$ cat config.mk
export PLATFORM = sky130hd
export DESIGN_NAME = m65lt_ram
export DESIGN_NICKNAME = d
export VERILOG_FILES = /design/src/hdl/m65lt_ram.sv
export SDC_FILE = /design/constraint.sdc
export NUM_CORES = 2
export LEC_CHECK = 0
export ABC_AREA = 1
export BUFFER_PORTS_ARGS = -buffer_cell sky130_fd_sc_hd__buf_2
export CAP_MARGIN = 20
export CORE_ASPECT_RATIO = 2
export CORE_MARGIN = 2
export CORE_UTILIZATION = 63
export CTS_CLUSTER_DIAMETER = 40
export CTS_CLUSTER_SIZE = 16
export DETAILED_ROUTE_END_ITERATION = 8
export MAX_ROUTING_LAYER = met4
export PLACE_DENSITY_LB_ADDON = 0.1
export SYNTH_ARGS = -nofsm -noshare
export SYNTH_HDL_FRONTEND = slang
export SYNTH_SLANG_ARGS = --single-unit
$ cat constraint.sdc
create_clock -name clk_i -period 3.6 [get_ports clk_i]
set_clock_uncertainty 0.2 [all_clocks]
set_input_delay 1.08 -clock clk_i [delete_from_list [all_inputs] [get_ports clk_i]]
set_output_delay 1.08 -clock clk_i [all_outputs]
set_load 0.05 [all_outputs]
$ cat src/hdl/m65lt_ram.sv
module m65lt_ram #(
  parameter int Width = 8,
  parameter int Depth = 256
) (
  input  logic                     clk_i,
  input  logic                     we_i,
  input  logic [$clog2(Depth)-1:0] addr_i,
  input  logic [Width-1:0]         wdata_i,
  output logic [Width-1:0]         rdata_o
);

  logic [Width-1:0] mem_q [Depth];

  always_ff @(posedge clk_i) begin
    if (we_i) begin
      mem_q[addr_i] <= wdata_i;
    end
    rdata_o <= mem_q[addr_i];
  end

endmodule

[Word level (Yosys, flattened, before mapping)]
Memories as Yosys holds them, arrays and structs flattened. A register that Yosys moved wholly into a read port is not among the register bits.
Index checks and enable logic that the tools add are counted.
Cells by class
  multiplexer cells: 2
Operators by type and width (count)
  two-way mux 1 bit: 2
Storage, ports and cells
  register bits: 0
  memory bits (writable): 2048
  input port bits: 18
  output and inout bits: 8
  logic and storage cells: 3
  memories: 1
Memory list
  mem_q: depth 256, width 8, rd ports 1, clocked after memory_dff 1, wr ports 1, RTL line 12  | logic [Width-1:0] mem_q [Depth];

[Longest topological paths before layout]
  depth after elaboration: 2
  gate-level depth with buffers: 15
  mapped depth without buffers: 13

[Least setup slack after synthesis]
OpenSTA, ideal clock, no wires.
  path kind: input-to-reg
  start point: input addr_i[1]
  end point: memory mem_q[234][0], enable pin
  setup time: 370 ps
  data arrival time: 2550 ps
  required time: 3030 ps
  path slack: 480 ps
  cell stages on the path: 10
  path buffers: 4
  cells stage by stage: buf_4 > inv_4 > nor2_8 > buf_4 > buf_4 > inv_2 > nor2_1 > nand2_1 > clkbuf_1 > nor2_1
RTL lines
  from (decl): RTL line 7  | input logic [$clog2(Depth)-1:0] addr_i,
  to (decl): RTL line 12
Straight into the memory's write port.

==> load_flow_metrics.sql <==
INSERT INTO impl_metrics (metric_group, metric, value, unit) VALUES
('die', 'floorplan.die.width', '264', 'microns'),
('die', 'core', '134000', 'sq um'),
('finish', 'num-nets-final', '8292', ''),
('synth', 'count_of_flip_flops_with_a_built_in_enable_after_synthesis', '2048', ''),
('synth', 'synth_top_area_share', '72.5', '%'),
('die', 'row_count', '190', ''),
('synth', 'postSynth.asyncResetShare', '0', '%'),
('routing', 'detail_routed_net_length_per_standard_cell', '24.0', 'microns'),
('run_status', 'outcome', 'finished, final reports clean', ''),
('synth', 'synth_most_common_cell', 'sky130_fd_sc_hd__nand2_1', ''),
('grt', 'grt_start_max_net_pins', '90', ''),
('clocking', 'cts.root.buffer_cell', 'sky130_fd_sc_hd__clkbuf_16', ''),
('timing', 'final_setup_fails', '0', ''),
('grt', 'antenna_found_initial', '3', ''),
('synth', 'synthesis.yosys.warnings', '0', ''),
('setup_path', 'worst_setup_path_end_kind', 'flop', ''),
('setup_path', 'worst-setup-path-type', 'input port to flop', ''),
('timing', 'grt_setup_unrepaired', 'no', ''),
('timing', 'final_max_slew_viols', '0', ''),
('die', 'io_pins', '26', ''),
('synth', 'number_of_storage_elements_in_the_synthesis_netlist', '2056', ''),
('synth', 'leading_post_synthesis_cells_by_instance_count', '4,770 x sky130_fd_sc_hd__nand2_1, 2,048 x sky130_fd_sc_hd__edfxtp_1, 361 x sky130_fd_sc_hd__nor2_1, 188 x sky130_fd_sc_hd__nand3_1, 182 x sky130_fd_sc_hd__buf_2', ''),
('timing', 'hold_viol_final', '0', ''),
('grt', 'grt_overflow_total', '0', ''),
('grt', 'first_pass_grt_wire_length', '350', 'mm'),
('synth', 'yosys_most_used_dff', 'sky130_fd_sc_hd__edfxtp_1', ''),
('placed_design', 'numPortBuffers', '25', ''),
('routing', 'dr.pass1.iters', '6', ''),
('clocking', 'htree_levels', '4', ''),
('synth', 'yosysTopAreaCell', 'sky130_fd_sc_hd__edfxtp_1', ''),
('clocking', 'post-cts-setup-buffer-count', '0', ''),
('clocking', 'cts_inserted_buffers', '164', ''),
('hold_path', 'min_path_type', 'input port to flop', ''),
('routing', 'route.detailed.drc', '0', ''),
('routing', 'vias', '57650', ''),
('synth', 'syn-cell-area', '84900', 'sq um'),
('clocking', 'post_cts_resized', '0', ''),
('routing', 'vias_per_cell', '5.73', ''),
('synth', 'post_synthesis_net_count', '8039', ''),
('synth', 'synth_seq_area_share', '72.7', '%'),
('power_and_ir_drop', 'p_per_area', '489', 'nW/um^2'),
('synth', 'ys_types', '18', ''),
('timing', 'final.period_utilization', '86.2', '%'),
('synth', 'synth_cells', '8021', ''),
('routing', 'detail_route.wirelength', '242', 'mm'),
('setup_path', 'path_max_fanout', '79', ''),
('setup_path', 'critPathArrivalTime', '3560', 'ps'),
('power_and_ir_drop', 'total_power', '46.4', 'mW'),
('finish', 'share_of_layout_cells_above_drive_strength_1', '8.58', '%'),
('grt', 'all_layer_global_routing_usage', '36.1', '%'),
('clocking', 'number_of_buffers_added_to_fix_hold_violations_after_cts', '0', ''),
('placed_design', 'hpwl', '156', 'mm'),
('finish', 'areaGrowthSynthToFinish', '11.8', '%'),
('setup_path', 'crit_required', '4050', 'ps'),
('routing', 'final_antenna_net_count', '0', ''),
('power_and_ir_drop', 'p_leak', '38.3', 'nW'),
('die', 'floorplan_die_height', '523', 'microns'),
('clocking', 'clock_sinks', '2056', ''),
('timing', 'tightest_slew', '911', 'ps'),
('clocking', 'cts-root-to-sink-buffers', '4', ''),
('die', 'die-area', '138000', 'sq um'),
('timing', 'timing.max_slew.rel_slack', '39.1', '%'),
('job', 'drv.max_cap_violation_count', '0', ''),
('clocking', 'tritoncts_clock_tree', 'yes', ''),
('synth', 'synthesis.area_per_instance', '10.6', 'sq um'),
('clocking', 'worstSkewPairLatency', '810', 'ps'),
('grt', 'grt_pass1_vias', '56649', ''),
('timing', 'min_period', '3100', 'ps'),
('die', 'floorplan.initialDensity', '63.4', '%'),
('timing', 'top_achievable_clock_speed', '0.322', 'GHz'),
('setup_path', 'cp-start-kind', 'input port', ''),
('routing', 'drtIter0Drc', '5685', ''),
('power_and_ir_drop', 'vdd_drop_max', '0.000463', 'V'),
('timing', 'setup-tns-final', '0', 'ps'),
('clocking', 'cts.reportedPaths.clkPinSlew', '70', 'ps'),
('synth', 'post_synth_main_area_contributors', 'sky130_fd_sc_hd__edfxtp_1 72%, sky130_fd_sc_hd__nand2_1 21%, sky130_fd_sc_hd__nor2_1 1.6%', ''),
('placed_design', 'gp_congestion', '1.03', '');
layer usage:
metal,GRT usage (%),wire (microns)
met3,3.99,15200
met2,62.1,123000
met1,37.3,78700
met5,-,0
met4,30.2,24100
through the flow:
stage | util, % | setup slack [ps] | cell area (sq um) | hold WS (ps) | std cells
after floorplan | - | 480 | 84900 | 588 | 8021
after global placement | 67.4 | -59.4 | 90200 | 696 | 9836
after detailed placement | 67.4 | -61.8 | 90200 | 690 | 9836
final | 70.9 | 498 | 94800 | 480 | 10064
after global routing | 70.9 | 473 | 94800 | 485 | 10064
after CTS | 70.9 | 657 | 94800 | 470 | 10062
critical path: stages:
cell,delay (ps)
sky130_fd_sc_hd__buf_8,190
sky130_fd_sc_hd__inv_16,120
sky130_fd_sc_hd__buf_12,230
sky130_fd_sc_hd__nand2_1,130
sky130_fd_sc_hd__nand2_1,80
sky130_fd_sc_hd__nand2_1,70
sky130_fd_sc_hd__nand2_1,120
sky130_fd_sc_hd__o21ai_1,250
sky130_fd_sc_hd__buf_4,160
sky130_fd_sc_hd__nand2_1,160
sky130_fd_sc_hd__nor2_1,180
sky130_fd_sc_hd__nor2_1,70
sky130_fd_sc_hd__nor2_1,470
sky130_fd_sc_hd__nand2_1,130
layout by cell type, fill, tap and decap left out, drive strengths merged:
cell type / instances
inv: 38
edfxtp: 2048
clkbuf: 189
clkinv: 25
a21oi: 32
o21ai: 160
nand2: 4771
nor2: 362
dfxtp: 8
bufinv: 4
clkinvlp: 5
diode: 2
buf: 504
nand3: 188
worst paths after layout:
check / from / end / slack, ps / cells past startpoint
setup / recovery: addr_i[1] / rdata_o[6] / 500 / 14
hold / removal: wdata_i[2] / mem_q[173][2] / 480 / 1
setup reg to reg: mem_q[135][6] / rdata_o[6] / 970 / 13
hold reg to reg: mem_q[62][7] / rdata_o[7] / 730 / 10
area by class of cell:
class	instances	area (sq um)
tap	1728	2160
fill	9554	39000
inverter	35	165
sequential	2056	61700
clock inverter	37	330
clock buffer	189	4310
multi-input combinational	5513	21200
timing repair buffer	504	4980
antenna	2	5.00
sequential cells by signal, indices dropped and copies added (netlist names):
signal   flops
mem_q     2048
rdata_o      8
where the power goes:
| group | internal [mW] | switching, mW |
|---|---|---|
| Combinational | 0.807 | 2.44 |
| Sequential | 26.4 | 0.0326 |
| Clock | 8.78 | 7.99 |
| Total | 35.9 | 10.5 |
cells by family (layout without fill, tap and decap cells):
family | Yosys count | after routing | synth area share [%]
flops | 2056 | 2056 | 72.7
compound gates | 192 | 192 | 1.13
simple gates | 5321 | 5321 | 23.8
buf+inv | 452 | 765 | 2.36
other cells | 0 | 2 | 0
Note: power is estimated with default switching activity, not from simulation.
